--- config.mk ---
export PLATFORM = sky130hd
export DESIGN_NAME = seconds_to_calendar_date
export DESIGN_NICKNAME = d
export VERILOG_FILES = /design/src/hdl/stcd_pkg.sv /design/src/hdl/seconds_to_calendar_date.sv /design/src/hdl/stcd_dp.sv /design/src/hdl/stcd_ctrl.sv
export VERILOG_INCLUDE_DIRS = /design/src /design/src/hdl
export SDC_FILE = /design/constraint.sdc
export NUM_CORES = 2
export LEC_CHECK = 0
export BUFFER_PORTS_ARGS = -buffer_cell sky130_fd_sc_hd__buf_4
export CELL_PAD_IN_SITES_DETAIL_PLACEMENT = 0
export CELL_PAD_IN_SITES_GLOBAL_PLACEMENT = 1
export CORE_MARGIN = 5
export CORE_UTILIZATION = 29
export CTS_CLUSTER_DIAMETER = 80
export DETAILED_ROUTE_END_ITERATION = 7
export PLACE_DENSITY_LB_ADDON = 0.1
export REMOVE_ABC_BUFFERS = 1
export SYNTH_ARGS = -nofsm -noshare
export SYNTH_HDL_FRONTEND = slang
export SYNTH_SLANG_ARGS = --single-unit
--- constraint.sdc ---
create_clock -name clk_i -period 8.08 [get_ports clk_i]
set_clock_uncertainty 0.1 [all_clocks]
set_input_delay 0.404 -clock clk_i [delete_from_list [all_inputs] [get_ports clk_i]]
set_output_delay 0.404 -clock clk_i [all_outputs]
set_load 0.01 [all_outputs]
--- src/hdl/seconds_to_calendar_date_assert.svh ---
// ----------------------------------------------------------------------------
// seconds_to_calendar_date assertion macros
// shared property wrappers, clocked on clk_i and quiet during reset
// ----------------------------------------------------------------------------
`ifndef SECONDS_TO_CALENDAR_DATE_ASSERT_SVH
`define SECONDS_TO_CALENDAR_DATE_ASSERT_SVH

// same-cycle implication
`define STCD_ASSERT_IMP(label, ante, cons, msg) \
  label: assert property (@(posedge clk_i) disable iff (!rst_ni) (ante) |-> (cons)) \
    else $error(msg);

// next-cycle implication
`define STCD_ASSERT_NXT(label, ante, cons, msg) \
  label: assert property (@(posedge clk_i) disable iff (!rst_ni) (ante) |=> (cons)) \
    else $error(msg);

`endif

--- src/hdl/stcd_pkg.sv ---
// ----------------------------------------------------------------------------
// stcd_pkg
// types, constants and helpers shared by the calendar conversion modules
// ----------------------------------------------------------------------------
package stcd_pkg;

  localparam int CNT_W     = 1;
  // steps per constant division: reciprocal multiply, then remainder
  localparam int DIV_STEPS = 2;

  localparam logic REG_BASE_YEAR = 1'b0;
  localparam logic [11:0] BASE_YEAR_RST = 12'd2000;

  typedef logic [CNT_W-1:0] cnt_t;

  typedef enum logic [2:0] {
    ST_IDLE,
    ST_SEC,
    ST_MIN,
    ST_HOUR,
    ST_BASE,
    ST_YEAR,
    ST_MONTH,
    ST_PUB
  } state_e;

  typedef enum logic [3:0] {
    OP_HOLD,
    OP_LOAD_SECS,
    OP_DIV,
    OP_END_SEC,
    OP_END_MIN,
    OP_END_HOUR,
    OP_END_BASE,
    OP_YEAR_STEP,
    OP_MONTH_STEP,
    OP_PUBLISH
  } dp_op_e;

  typedef enum logic [1:0] {
    DIV_60,
    DIV_24,
    DIV_100
  } div_sel_e;

  typedef struct packed {
    dp_op_e   op;
    div_sel_e div;
  } cmd_t;

  typedef struct packed {
    logic year_fits;
    logic month_fits;
    logic month_last;
  } stat_t;

  function automatic logic [6:0] divisor(div_sel_e sel);
    logic [6:0] d;
    unique case (sel)
      DIV_60:  d = 7'd60;
      DIV_24:  d = 7'd24;
      DIV_100: d = 7'd100;
      default: d = 7'd60;
    endcase
    return d;
  endfunction

  // rounded-up reciprocals, exact for any 32-bit dividend
  // scaled by 2^37, except 2^36 for the divide by 24
  function automatic logic [31:0] recip(div_sel_e sel);
    logic [31:0] k;
    unique case (sel)
      DIV_60:  k = 32'h8888_8889;
      DIV_24:  k = 32'hAAAA_AAAB;
      DIV_100: k = 32'h51EB_851F;
      default: k = 32'h8888_8889;
    endcase
    return k;
  endfunction

  function automatic logic [4:0] month_days(logic [3:0] month, logic leap);
    logic [4:0] n;
    unique case (month)
      4'd2:                      n = leap ? 5'd29 : 5'd28;
      4'd4, 4'd6, 4'd9, 4'd11:   n = 5'd30;
      default:                   n = 5'd31;
    endcase
    return n;
  endfunction

endpackage

--- src/hdl/seconds_to_calendar_date.sv ---
// ----------------------------------------------------------------------------
// seconds_to_calendar_date
// elapsed seconds since 1 january of base_year to gregorian date and time
// ----------------------------------------------------------------------------
// channel   direction  handshake                 payload
// input     in         in_valid_i / in_ready_o   elapsed_seconds_i
// result    out        out_valid_o / out_ready_i year_o .. day_count_o
// config    in         apb psel/penable/pwrite   paddr, pwdata, prdata
//
// an item holds the block through four constant divisions, a year walk of at
// most MAX_YEAR_SPAN years and a month walk, one exit state per walk, publish
// and the accepting idle state
// in_ready_o is high only between items; a finished result waits in the
// output register, so the next item is taken while out_ready_i is low
// reset clears the sequencer and sets base_year to 2000; no clearing pass
// ----------------------------------------------------------------------------
module seconds_to_calendar_date #(
  parameter int MAX_YEAR_SPAN = 136
) (
  input  logic        clk_i,
  input  logic        rst_ni,
  input  logic        in_valid_i,
  output logic        in_ready_o,
  input  logic [31:0] elapsed_seconds_i,
  output logic        out_valid_o,
  input  logic        out_ready_i,
  output logic [12:0] year_o,
  output logic [3:0]  month_o,
  output logic [4:0]  day_of_month_o,
  output logic [4:0]  hour_o,
  output logic [5:0]  minute_o,
  output logic [5:0]  second_o,
  output logic [15:0] day_count_o,
  input  logic        psel,
  input  logic        penable,
  input  logic        pwrite,
  input  logic [2:0]  paddr,
  input  logic [31:0] pwdata,
  output logic [31:0] prdata,
  output logic        pready
);

  logic [11:0]     base_year_q;
  logic            cfg_wr;
  stcd_pkg::cmd_t  cmd;
  stcd_pkg::stat_t stat;

  assign pready = 1'b1;
  assign cfg_wr = psel && penable && pwrite && pready;

  always_ff @(posedge clk_i or negedge rst_ni) begin
    if (!rst_ni) begin
      base_year_q <= stcd_pkg::BASE_YEAR_RST;
    end else if (cfg_wr && (paddr[2] == stcd_pkg::REG_BASE_YEAR)) begin
      base_year_q <= pwdata[11:0];
    end
  end

  assign prdata = (paddr[2] == stcd_pkg::REG_BASE_YEAR) ? {20'd0, base_year_q} : '0;

  stcd_ctrl #(
    .MAX_YEAR_SPAN (MAX_YEAR_SPAN)
  ) u_ctrl (
    .clk_i       (clk_i),
    .rst_ni      (rst_ni),
    .in_valid_i  (in_valid_i),
    .in_ready_o  (in_ready_o),
    .out_valid_o (out_valid_o),
    .out_ready_i (out_ready_i),
    .stat_i      (stat),
    .cmd_o       (cmd)
  );

  stcd_dp u_dp (
    .clk_i             (clk_i),
    .rst_ni            (rst_ni),
    .cmd_i             (cmd),
    .stat_o            (stat),
    .elapsed_seconds_i (elapsed_seconds_i),
    .base_year_i       (base_year_q),
    .year_o            (year_o),
    .month_o           (month_o),
    .day_of_month_o    (day_of_month_o),
    .hour_o            (hour_o),
    .minute_o          (minute_o),
    .second_o          (second_o),
    .day_count_o       (day_count_o)
  );

endmodule

--- src/hdl/stcd_dp.sv ---
// ----------------------------------------------------------------------------
// stcd_dp
// datapath: reciprocal constant divider, year and month walk, result register
// ----------------------------------------------------------------------------
`include "seconds_to_calendar_date_assert.svh"

module stcd_dp (
  input  logic                clk_i,
  input  logic                rst_ni,
  input  stcd_pkg::cmd_t      cmd_i,
  output stcd_pkg::stat_t     stat_o,
  input  logic [31:0]         elapsed_seconds_i,
  input  logic [11:0]         base_year_i,
  output logic [12:0]         year_o,
  output logic [3:0]          month_o,
  output logic [4:0]          day_of_month_o,
  output logic [4:0]          hour_o,
  output logic [5:0]          minute_o,
  output logic [5:0]          second_o,
  output logic [15:0]         day_count_o
);

  logic [31:0] q_q, q_d;
  logic [31:0] quo_q, quo_d;
  logic [5:0]  second_q, second_d;
  logic [5:0]  minute_q, minute_d;
  logic [4:0]  hour_q, hour_d;
  logic [15:0] days_q, days_d;
  logic [15:0] rem_q, rem_d;
  logic [12:0] year_q, year_d;
  logic [3:0]  month_q, month_d;
  logic [6:0]  c100_q, c100_d;
  logic [1:0]  c4h_q, c4h_d;

  logic [12:0] o_year_q, o_year_d;
  logic [3:0]  o_month_q, o_month_d;
  logic [4:0]  o_dom_q, o_dom_d;
  logic [4:0]  o_hour_q, o_hour_d;
  logic [5:0]  o_minute_q, o_minute_d;
  logic [5:0]  o_second_q, o_second_d;
  logic [15:0] o_dcount_q, o_dcount_d;

  logic [6:0]  dv;
  logic [31:0] mul_k;
  logic [63:0] prod;
  logic [31:0] quo;
  logic [31:0] back;
  logic [31:0] remv;
  logic        leap;
  logic [8:0]  ylen;
  logic [4:0]  mlen;

  // quotient from the registered dividend, remainder in the following cycle from the registered quotient
  assign dv    = stcd_pkg::divisor(cmd_i.div);
  assign mul_k = stcd_pkg::recip(cmd_i.div);
  assign prod  = {32'd0, q_q} * {32'd0, mul_k};
  assign quo   = (cmd_i.div == stcd_pkg::DIV_24) ? {4'd0, prod[63:36]}
                                                 : {5'd0, prod[63:37]};
  assign back  = quo_q * {25'd0, dv};
  assign remv  = q_q - back;

  // a century year is leap only when the century count is a multiple of four
  assign leap = (c100_q == 7'd0) ? (c4h_q == 2'd0) : (year_q[1:0] == 2'b00);
  assign ylen = leap ? 9'd366 : 9'd365;
  assign mlen = stcd_pkg::month_days(month_q, leap);

  assign stat_o.year_fits  = rem_q >= {7'd0, ylen};
  assign stat_o.month_fits = rem_q >= {11'd0, mlen};
  assign stat_o.month_last = month_q == 4'd12;

  always_comb begin
    q_d        = q_q;
    quo_d      = quo_q;
    second_d   = second_q;
    minute_d   = minute_q;
    hour_d     = hour_q;
    days_d     = days_q;
    rem_d      = rem_q;
    year_d     = year_q;
    month_d    = month_q;
    c100_d     = c100_q;
    c4h_d      = c4h_q;
    o_year_d   = o_year_q;
    o_month_d  = o_month_q;
    o_dom_d    = o_dom_q;
    o_hour_d   = o_hour_q;
    o_minute_d = o_minute_q;
    o_second_d = o_second_q;
    o_dcount_d = o_dcount_q;
    unique case (cmd_i.op)
      stcd_pkg::OP_HOLD: begin
      end
      stcd_pkg::OP_LOAD_SECS: begin
        q_d = elapsed_seconds_i;
      end
      stcd_pkg::OP_DIV: begin
        quo_d = quo;
      end
      stcd_pkg::OP_END_SEC: begin
        second_d = remv[5:0];
        q_d      = quo_q;
      end
      stcd_pkg::OP_END_MIN: begin
        minute_d = remv[5:0];
        q_d      = quo_q;
      end
      stcd_pkg::OP_END_HOUR: begin
        hour_d = remv[4:0];
        days_d = quo_q[15:0];
        rem_d  = quo_q[15:0];
        q_d    = {20'd0, base_year_i};
      end
      stcd_pkg::OP_END_BASE: begin
        // remainder and quotient of base_year by 100 seed the leap counters
        c100_d  = remv[6:0];
        c4h_d   = quo_q[1:0];
        year_d  = {1'b0, base_year_i};
        month_d = 4'd1;
      end
      stcd_pkg::OP_YEAR_STEP: begin
        rem_d  = rem_q - {7'd0, ylen};
        year_d = year_q + 13'd1;
        if (c100_q == 7'd99) begin
          c100_d = '0;
          c4h_d  = c4h_q + 2'd1;
        end else begin
          c100_d = c100_q + 7'd1;
        end
      end
      stcd_pkg::OP_MONTH_STEP: begin
        rem_d   = rem_q - {11'd0, mlen};
        month_d = month_q + 4'd1;
      end
      stcd_pkg::OP_PUBLISH: begin
        o_year_d   = year_q;
        o_month_d  = month_q;
        o_dom_d    = (rem_q >= 16'd31) ? 5'd31 : (rem_q[4:0] + 5'd1);
        o_hour_d   = hour_q;
        o_minute_d = minute_q;
        o_second_d = second_q;
        o_dcount_d = days_q + 16'd1;
      end
      default: begin
      end
    endcase
  end

  always_ff @(posedge clk_i or negedge rst_ni) begin
    if (!rst_ni) begin
      month_q <= 4'd1;
      c100_q  <= '0;
      c4h_q   <= '0;
    end else begin
      month_q <= month_d;
      c100_q  <= c100_d;
      c4h_q   <= c4h_d;
    end
  end

  always_ff @(posedge clk_i) begin
    q_q        <= q_d;
    quo_q      <= quo_d;
    second_q   <= second_d;
    minute_q   <= minute_d;
    hour_q     <= hour_d;
    days_q     <= days_d;
    rem_q      <= rem_d;
    year_q     <= year_d;
    o_year_q   <= o_year_d;
    o_month_q  <= o_month_d;
    o_dom_q    <= o_dom_d;
    o_hour_q   <= o_hour_d;
    o_minute_q <= o_minute_d;
    o_second_q <= o_second_d;
    o_dcount_q <= o_dcount_d;
  end

  assign year_o         = o_year_q;
  assign month_o        = o_month_q;
  assign day_of_month_o = o_dom_q;
  assign hour_o         = o_hour_q;
  assign minute_o       = o_minute_q;
  assign second_o       = o_second_q;
  assign day_count_o    = o_dcount_q;

  `STCD_ASSERT_IMP(a_month_range, 1'b1, (month_q >= 4'd1) && (month_q <= 4'd12), "month out of range")
  `STCD_ASSERT_IMP(a_century_range, 1'b1, c100_q < 7'd100, "century counter out of range")

endmodule

--- src/hdl/stcd_ctrl.sv ---
// ----------------------------------------------------------------------------
// stcd_ctrl
// sequencer: division phases, year walk, month walk, result handoff
// ----------------------------------------------------------------------------
`include "seconds_to_calendar_date_assert.svh"

module stcd_ctrl #(
  parameter int MAX_YEAR_SPAN = 136
) (
  input  logic             clk_i,
  input  logic             rst_ni,
  input  logic             in_valid_i,
  output logic             in_ready_o,
  output logic             out_valid_o,
  input  logic             out_ready_i,
  input  stcd_pkg::stat_t  stat_i,
  output stcd_pkg::cmd_t   cmd_o
);

  localparam int YW = $clog2(MAX_YEAR_SPAN + 1);

  stcd_pkg::state_e state_q, state_d;
  stcd_pkg::cnt_t   cnt_q, cnt_d;
  logic [YW-1:0]    ystep_q, ystep_d;
  logic             out_valid_q, out_valid_d;

  always_ff @(posedge clk_i or negedge rst_ni) begin
    if (!rst_ni) begin
      state_q     <= stcd_pkg::ST_IDLE;
      cnt_q       <= '0;
      ystep_q     <= '0;
      out_valid_q <= 1'b0;
    end else begin
      state_q     <= state_d;
      cnt_q       <= cnt_d;
      ystep_q     <= ystep_d;
      out_valid_q <= out_valid_d;
    end
  end

  always_comb begin
    state_d     = state_q;
    cnt_d       = cnt_q;
    ystep_d     = ystep_q;
    out_valid_d = out_valid_q && !out_ready_i;
    cmd_o.op    = stcd_pkg::OP_HOLD;
    cmd_o.div   = stcd_pkg::DIV_60;
    unique case (state_q)
      stcd_pkg::ST_IDLE: begin
        if (in_valid_i) begin
          cmd_o.op = stcd_pkg::OP_LOAD_SECS;
          cnt_d    = '0;
          state_d  = stcd_pkg::ST_SEC;
        end
      end
      stcd_pkg::ST_SEC: begin
        if (cnt_q == stcd_pkg::CNT_W'(stcd_pkg::DIV_STEPS - 1)) begin
          cmd_o.op = stcd_pkg::OP_END_SEC;
          cnt_d    = '0;
          state_d  = stcd_pkg::ST_MIN;
        end else begin
          cmd_o.op = stcd_pkg::OP_DIV;
          cnt_d    = cnt_q + 1'b1;
        end
      end
      stcd_pkg::ST_MIN: begin
        if (cnt_q == stcd_pkg::CNT_W'(stcd_pkg::DIV_STEPS - 1)) begin
          cmd_o.op = stcd_pkg::OP_END_MIN;
          cnt_d    = '0;
          state_d  = stcd_pkg::ST_HOUR;
        end else begin
          cmd_o.op = stcd_pkg::OP_DIV;
          cnt_d    = cnt_q + 1'b1;
        end
      end
      stcd_pkg::ST_HOUR: begin
        cmd_o.div = stcd_pkg::DIV_24;
        if (cnt_q == stcd_pkg::CNT_W'(stcd_pkg::DIV_STEPS - 1)) begin
          cmd_o.op = stcd_pkg::OP_END_HOUR;
          cnt_d    = '0;
          state_d  = stcd_pkg::ST_BASE;
        end else begin
          cmd_o.op = stcd_pkg::OP_DIV;
          cnt_d    = cnt_q + 1'b1;
        end
      end
      stcd_pkg::ST_BASE: begin
        cmd_o.div = stcd_pkg::DIV_100;
        if (cnt_q == stcd_pkg::CNT_W'(stcd_pkg::DIV_STEPS - 1)) begin
          cmd_o.op = stcd_pkg::OP_END_BASE;
          cnt_d    = '0;
          ystep_d  = '0;
          state_d  = stcd_pkg::ST_YEAR;
        end else begin
          cmd_o.op = stcd_pkg::OP_DIV;
          cnt_d    = cnt_q + 1'b1;
        end
      end
      stcd_pkg::ST_YEAR: begin
        if ((ystep_q == YW'(MAX_YEAR_SPAN)) || !stat_i.year_fits) begin
          state_d = stcd_pkg::ST_MONTH;
        end else begin
          cmd_o.op = stcd_pkg::OP_YEAR_STEP;
          ystep_d  = ystep_q + 1'b1;
        end
      end
      stcd_pkg::ST_MONTH: begin
        if (stat_i.month_last || !stat_i.month_fits) begin
          state_d = stcd_pkg::ST_PUB;
        end else begin
          cmd_o.op = stcd_pkg::OP_MONTH_STEP;
        end
      end
      stcd_pkg::ST_PUB: begin
        // wait for the output register to drain
        if (!out_valid_q || out_ready_i) begin
          cmd_o.op    = stcd_pkg::OP_PUBLISH;
          out_valid_d = 1'b1;
          state_d     = stcd_pkg::ST_IDLE;
        end
      end
      default: begin
        state_d = stcd_pkg::ST_IDLE;
      end
    endcase
  end

  assign in_ready_o  = state_q == stcd_pkg::ST_IDLE;
  assign out_valid_o = out_valid_q;

  `STCD_ASSERT_IMP(a_publish_free, cmd_o.op == stcd_pkg::OP_PUBLISH, !out_valid_q || out_ready_i, "result overwritten before taken")
  `STCD_ASSERT_IMP(a_span_bound, 1'b1, ystep_q <= YW'(MAX_YEAR_SPAN), "year walk past its bound")
  `STCD_ASSERT_NXT(a_accept_starts, in_valid_i && in_ready_o, state_q == stcd_pkg::ST_SEC, "accepted item did not start")
  `STCD_ASSERT_NXT(a_publish_valid, cmd_o.op == stcd_pkg::OP_PUBLISH, out_valid_q, "published result not valid")

endmodule
Word level (Yosys, flattened, before mapping)
Cells that the tools add are included.
{"block": "totals", "register_bits": 219, "inputBits": 74, "output_inout_bits": 90, "wordCells": 148}
{"block": "op_classes", "add_sub_neg": 11, "n_mul": 2, "order_cmp": 3, "eq_ne": 36, "muxes": 43, "bitwise": 1, "reduce_logical": 28}
{"operator": "$pmux 32 s3", "n": 1}
{"operator": "$mul 32x32->64", "n": 1}
{"operator": "$pmux 32 s2", "n": 1}
{"operator": "$pmux 16 s3", "n": 1}
{"operator": "$mux 3", "n": 12}
{"operator": "$mul 32x7->7", "n": 1}
{"operator": "$pmux 4 s8", "n": 1}
{"operator": "$pmux 7 s2", "n": 2}
{"operator": "$mux 27", "n": 1}
{"operator": "$pmux 13 s2", "n": 1}
{"operator": "$eq 4x3->1 const B", "n": 6}
{"operator": "$pmux 3 s8", "n": 1}
{"operator": "$eq 4x4->1 const B", "n": 5}
{"operator": "$add 16x1->16 const B", "n": 1}
{"operator": "$ge 16x5->1", "n": 1}
{"operator": "$ge 16x5->1 const B", "n": 1}
{"operator": "$ge 16x9->1", "n": 1}
{"operator": "$mux 8", "n": 2}
{"operator": "$ne 2x1->1 const B", "n": 8}
{"operator": "$pmux 8 s2", "n": 1}
{"operator": "$sub 16x5->16", "n": 1}
{"operator": "$sub 16x9->16", "n": 1}
{"operator": "$add 13x1->13 const B", "n": 1}
{"operator": "$eq 3x3->1 const B", "n": 4}
{"operator": "39 further kinds", "n": 68}

Depth between registers and ports, before layout
{"block": "depth", "depth_word": 12, "depth_mapped": 33, "mapped_depth_nobuf": 30}

Hierarchy
From an unflattened synthesis, not the netlist that was laid out.
{"block": "unflattened", "hier_cells": 3514, "hier_area_um2": 36562.6}
{"mod": "stcd_dp", "n_inst": 1, "cells_per_inst": 3346, "area_per_inst_um2": 34916.0, "seq_area_each_um2": 5641.7}
{"mod": "stcd_ctrl", "n_inst": 1, "cells_per_inst": 106, "area_per_inst_um2": 884.6, "seq_area_each_um2": 325.3}
{"mod": "seconds_to_calendar_date", "n_inst": 1, "cells_per_inst": 62, "area_per_inst_um2": 762.0, "seq_area_each_um2": 307.8}

Worst setup path before layout
Ideal clock, no wire load.
{"block": "synth_path", "path_kind": "register -> register", "startpoint": "register u_ctrl.state_q[0]", "endpoint": "register u_dp.quo_q[17], data pin", "setup_ns": 0.274, "t_arrival_ns": 8.280, "required_time_ns": 7.706, "path_slack_ns": -0.574, "stages_incl_launch_ff": 29, "n_path_buf": 3, "synth_period_minus_slack_ns": 8.654, "cell_sequence": "dfrtp_1 -> or2_2 -> clkbuf_1 -> nor2_1 -> clkbuf_1 -> buf_1 -> nand2_1 -> inv_1 -> fa_1 -> fa_1 -> inv_1 -> fa_1 -> fa_1 -> inv_1 -> fa_1 -> fa_1 -> fa_1 -> fa_1 -> ha_1 -> nand2_1 -> nor3_1 -> inv_1 -> a2111oi_2 -> nor4_1 -> nor4b_4 -> a41oi_4 -> o41ai_2 -> xnor2_1 -> mux2i_1"}
{"block": "synth_via", "elab_chain_len": 6, "word_cells_on_any_way": 8, "cone_classes": "mul (1); eq/ne (4); mux (3)"}
{"item": "from (decl)", "line_no": "stcd_ctrl.sv:22", "text": "stcd_pkg::state_e state_q, state_d;"}
{"item": "from (signal assigned)", "line_no": "stcd_ctrl.sv:29", "text": "state_q <= stcd_pkg::ST_IDLE;"}
{"item": "from (signal assigned)", "line_no": "stcd_ctrl.sv:34", "text": "state_q <= state_d;"}
{"item": "$eq 3x3->1 / $eq 3x2->1 (equally long branches)", "line_no": "stcd_ctrl.sv:48", "text": "unique case (state_q)"}
{"item": "$pmux 2 s2 *", "line_no": "stcd_ctrl.sv:48"}
{"item": "$eq 2x2->1 / $eq 2x1->1 (equally long branches)", "line_no": "stcd_pkg.sv:72, stcd_dp.sv:57"}
{"item": "$pmux 32 s2", "line_no": "stcd_pkg.sv:72", "text": "unique case (sel)"}
{"item": "$mul 32x32->64", "line_no": "stcd_dp.sv:56", "text": "assign prod = {32'd0, q_q} * {32'd0, mul_k};"}
{"item": "$mux 27 *", "line_no": "stcd_dp.sv:57", "text": "assign quo = (cmd_i.div == stcd_pkg::DIV_24) ? {4'd0, prod[63:36]}"}
{"item": "named net u_dp.quo[17]", "line_no": "stcd_dp.sv:46", "text": "logic [31:0] quo;"}
{"item": "to (signal assigned)", "line_no": "stcd_dp.sv:162", "text": "quo_q <= quo_d;"}
{"item": "to (decl)", "line_no": "stcd_dp.sv:24", "text": "logic [31:0] quo_q, quo_d;"}
The timed path passes the listed nets; every way through them passes the cells marked *.
A chain may end at the register's enable or synchronous reset.

Worst setup path after layout
{"block": "layout_path", "startpoint": "register u_ctrl.state_q[2]", "endpoint": "register u_dp.quo_q[17], data pin"}
Same word-level chain as after synthesis.

==> results.cfg <==
[floorplan]
design.portCount = 164
initial_core_util = 0.291
core_sq_um = 123000
fp.dieArea_sq_um = 131000
die-width_um = 362
die_y_um = 362
rows = 129

[status]
failed_checks = negative setup slack
run_status = complete, but fails checks

[final_layout]
mostFrequentLayoutCell = sky130_fd_sc_hd__inv_1
layout-drive-gt1-share = 0.260
final_non_filler_cell_area_sq_um = 45700
areaGrowthSynthToFinish_pct = 27.4
multiInputGateArea_sq_um = 27400
num-fill-cells = 12700
final-seq-area_sq_um = 6270
final_cells = 5795
finalNetCount = 5352
most-common-layout-cells = sky130_fd_sc_hd__inv_1, sky130_fd_sc_hd__buf_4, sky130_fd_sc_hd__fa_1

[logic_synthesis]
yosys_warnings = 0
yosysSeqAreaShare = 0.175
syn-mean-instance-area_sq_um = 10.4
fraction_of_registers_with_async_set_or_reset_after_synthesis = 0.177
synth_edf_count = 177
distinct_cell_type_count_after_synthesis = 73
syn-instance-count = 3451
mappedNetlistArea_sq_um = 35900
synth-main-ff-cell = sky130_fd_sc_hd__edfxtp_1
ys_seq_elements = 215

[sta]
setup_viol = 22
worst_slew_margin_rel = 0.262
final.min_clock_period_ns = 8.46
transition_time_of_the_tightest_slew_check_pin_ns = 1.10
finalHoldViolations = 0
final.hold.worst_slack_ns = 0.0574
achievable_frequency_mhz = 118
final_critical_path_setup_slack_ns = -0.384
unrepaired_setup_endpoints_after_global_routing = true
finalMaxSlewViolations = 0
final.setup.tns_ns = -6.03
fin_crit_sh = 1.05

[route]
drt-total-wl_um = 135000
num_vias = 26000
drt_pre_antenna_iters = 5
violation_count_after_the_first_detailed_routing_iteration = 1271
antenna_violating_nets_left = 0
routed_via_density = 4.49
drt_drc_violations_left = 0
post_drt_wl_per_cell_um = 23.3

[grt]
groute.usage.overall = 0.207
grt_max_degree = 58
number_of_global_route_vias_before_repair = 29000
grt_overflow_total = 0
number_of_antenna_violations_at_the_first_check_in_global_routing = 0
first_pass_grt_wire_length_um = 198000

[worst_setup_path]
critical_path.max_fanout = 6
critPathArrivalTime_ns = 8.65
critPathMostFrequentCell = sky130_fd_sc_hd__fa_1
critPathRequiredTime_ns = 8.27
cp-start-kind = register
cp-end-kind = register
crit_slowest_cell = sky130_fd_sc_hd__fa_1
timing.setup.critical_path_class = reg2reg
critPathMaxStageDelay_ns = 0.60

[clock_network]
cts.root.buffer_cell = sky130_fd_sc_hd__clkbuf_16
clkLatencyLatePin_ns = 0.56
cts_sink_count = 215
tritoncts_clock_tree = built
numCtsBuffers = 24
cts.htree.levels = 1
cts.reportedPaths.clkPinSlew_ns = 0.06
clock_tree_buf_depth = 3

[placement]
placement.cell_area_sq_um = 42800
io_buffers = 120
gpl_wtd_cong = 0.938
place_inst = 5687
dp_hpwl_um = 121000

[min_path]
hold_path.class = in2reg

[run]
maxCapViolCount = 0
final cells by class:
cell class	count	share of cell area
antenna	1	0.0000548
clock buffer	36	0.0146
clock inverter	7	0.00120
inverter	887	0.0734
multi-input combinational	2268	0.599
sequential	215	0.137
tap	1637	0.0448
timing repair buffer	744	0.130
routing by layer:
metal,routed length (um),global-route usage,vias up
li1,-,-,12200
met1,60900,0.279,13300
met2,66800,0.362,354
met3,3320,0.0167,106
met4,4050,0.0485,0
met5,0,0,-
cell usage after synthesis, types with 11 or more instances:
library cell | n | area, sq um
sky130_fd_sc_hd__inv_1 | 883 | 3310
sky130_fd_sc_hd__fa_1 | 680 | 13600
sky130_fd_sc_hd__ha_1 | 458 | 5730
sky130_fd_sc_hd__nand2_1 | 252 | 946
sky130_fd_sc_hd__edfxtp_1 | 177 | 5320
sky130_fd_sc_hd__nor2_1 | 131 | 492
sky130_fd_sc_hd__a21oi_1 | 96 | 480
sky130_fd_sc_hd__o21ai_0 | 95 | 475
sky130_fd_sc_hd__clkbuf_1 | 71 | 267
sky130_fd_sc_hd__xnor2_1 | 66 | 578
sky130_fd_sc_hd__nand3_1 | 52 | 260
sky130_fd_sc_hd__xor2_1 | 40 | 350
sky130_fd_sc_hd__dfrtp_1 | 31 | 776
sky130_fd_sc_hd__a21o_1 | 29 | 218
sky130_fd_sc_hd__and2_1 | 24 | 150
sky130_fd_sc_hd__nor2b_1 | 23 | 144
sky130_fd_sc_hd__buf_4 | 21 | 158
sky130_fd_sc_hd__nand4_1 | 21 | 131
sky130_fd_sc_hd__nor3_1 | 21 | 105
sky130_fd_sc_hd__and3_1 | 19 | 119
sky130_fd_sc_hd__a22oi_1 | 18 | 135
sky130_fd_sc_hd__a32o_1 | 16 | 160
sky130_fd_sc_hd__o21bai_1 | 13 | 97.6
sky130_fd_sc_hd__mux2_2 | 12 | 135
sky130_fd_sc_hd__nand2b_1 | 12 | 75.1
sky130_fd_sc_hd__a31oi_1 | 11 | 68.8
sky130_fd_sc_hd__mux2i_1 | 11 | 110
kinds of logic (layout without fill, tap and decap cells):
kind of cell | Yosys count | count (layout) | synth area share
fa+ha+maj | 1138 | 1138 | 0.539
simple gates | 602 | 602 | 0.0775
buf+inv | 989 | 1674 | 0.106
xor+xnor | 106 | 106 | 0.0259
flops | 215 | 215 | 0.175
mux | 23 | 23 | 0.00684
other cells | 2 | 24 | 0.000209
compound gates | 376 | 376 | 0.0695
worst max-delay path, delay by kind of cell (launching register included):
family	cells	cell delay (ns)
fa+ha+maj	9	4.41
simple gates	6	1.17
buf+inv	8	0.98
compound gates	4	0.85
flops	1	0.38
xor+xnor	1	0.17
mux	1	0.11
flip-flops by register name (all words and copies together), names as in the netlist, 3 cells and up:
name / flops
u_dp.month_q: 4
u_dp.minute_o: 6
u_dp.second_o: 6
u_dp.year_q: 13
u_ctrl.ystep_q: 8
u_dp.rem_q: 16
u_dp.hour_o: 5
u_dp.second_q: 6
u_dp.days_q: 16
u_dp.day_count_o: 16
u_ctrl.state_q: 3
u_dp.year_o: 13
u_dp.minute_q: 6
u_dp.hour_q: 5
u_dp.day_of_month_o: 5
u_dp.q_q: 32
u_dp.month_o: 4
base_year_q: 12
u_dp.quo_q: 28
u_dp.c100_q: 7
repair_timing:
item,in CTS,in global routing
buffers inserted,43,20
gates cloned,1,0
hold buffers,13,0
pin swaps,99,77
endpoints found under the hold margin,43,0
setup endpoints to repair,26,27
gates resized for setup,254,157
worst paths after layout:
path	start	end	slack, ns	cells after the start
worst max-delay path	u_ctrl.state_q[2]	u_dp.quo_q[17]	-0.38	29
worst min-delay path	elapsed_seconds_i[30]	u_dp.q_q[30]	0.06	2
worst max register to register	u_ctrl.state_q[2]	u_dp.quo_q[17]	-0.38	29
worst min register to register	u_dp.hour_q[3]	u_dp.hour_o[3]	0.32	0
max in group asynchronous	rst_ni	u_ctrl.ystep_q[1]	7.20	2
min in group asynchronous	rst_ni	base_year_q[11]	0.28	2
through the flow:
stage	utilization	worst slack [ns]
CTS	0.365	-0.478
detailed placement	0.347	-1.44
global route	0.371	-0.621
floorplan	-	-2.05
global placement	0.347	-1.57
finish	0.371	-0.384
Power is not shown: default switching activity piles up to over one toggle a cycle in this logic, so the estimate is an artifact.
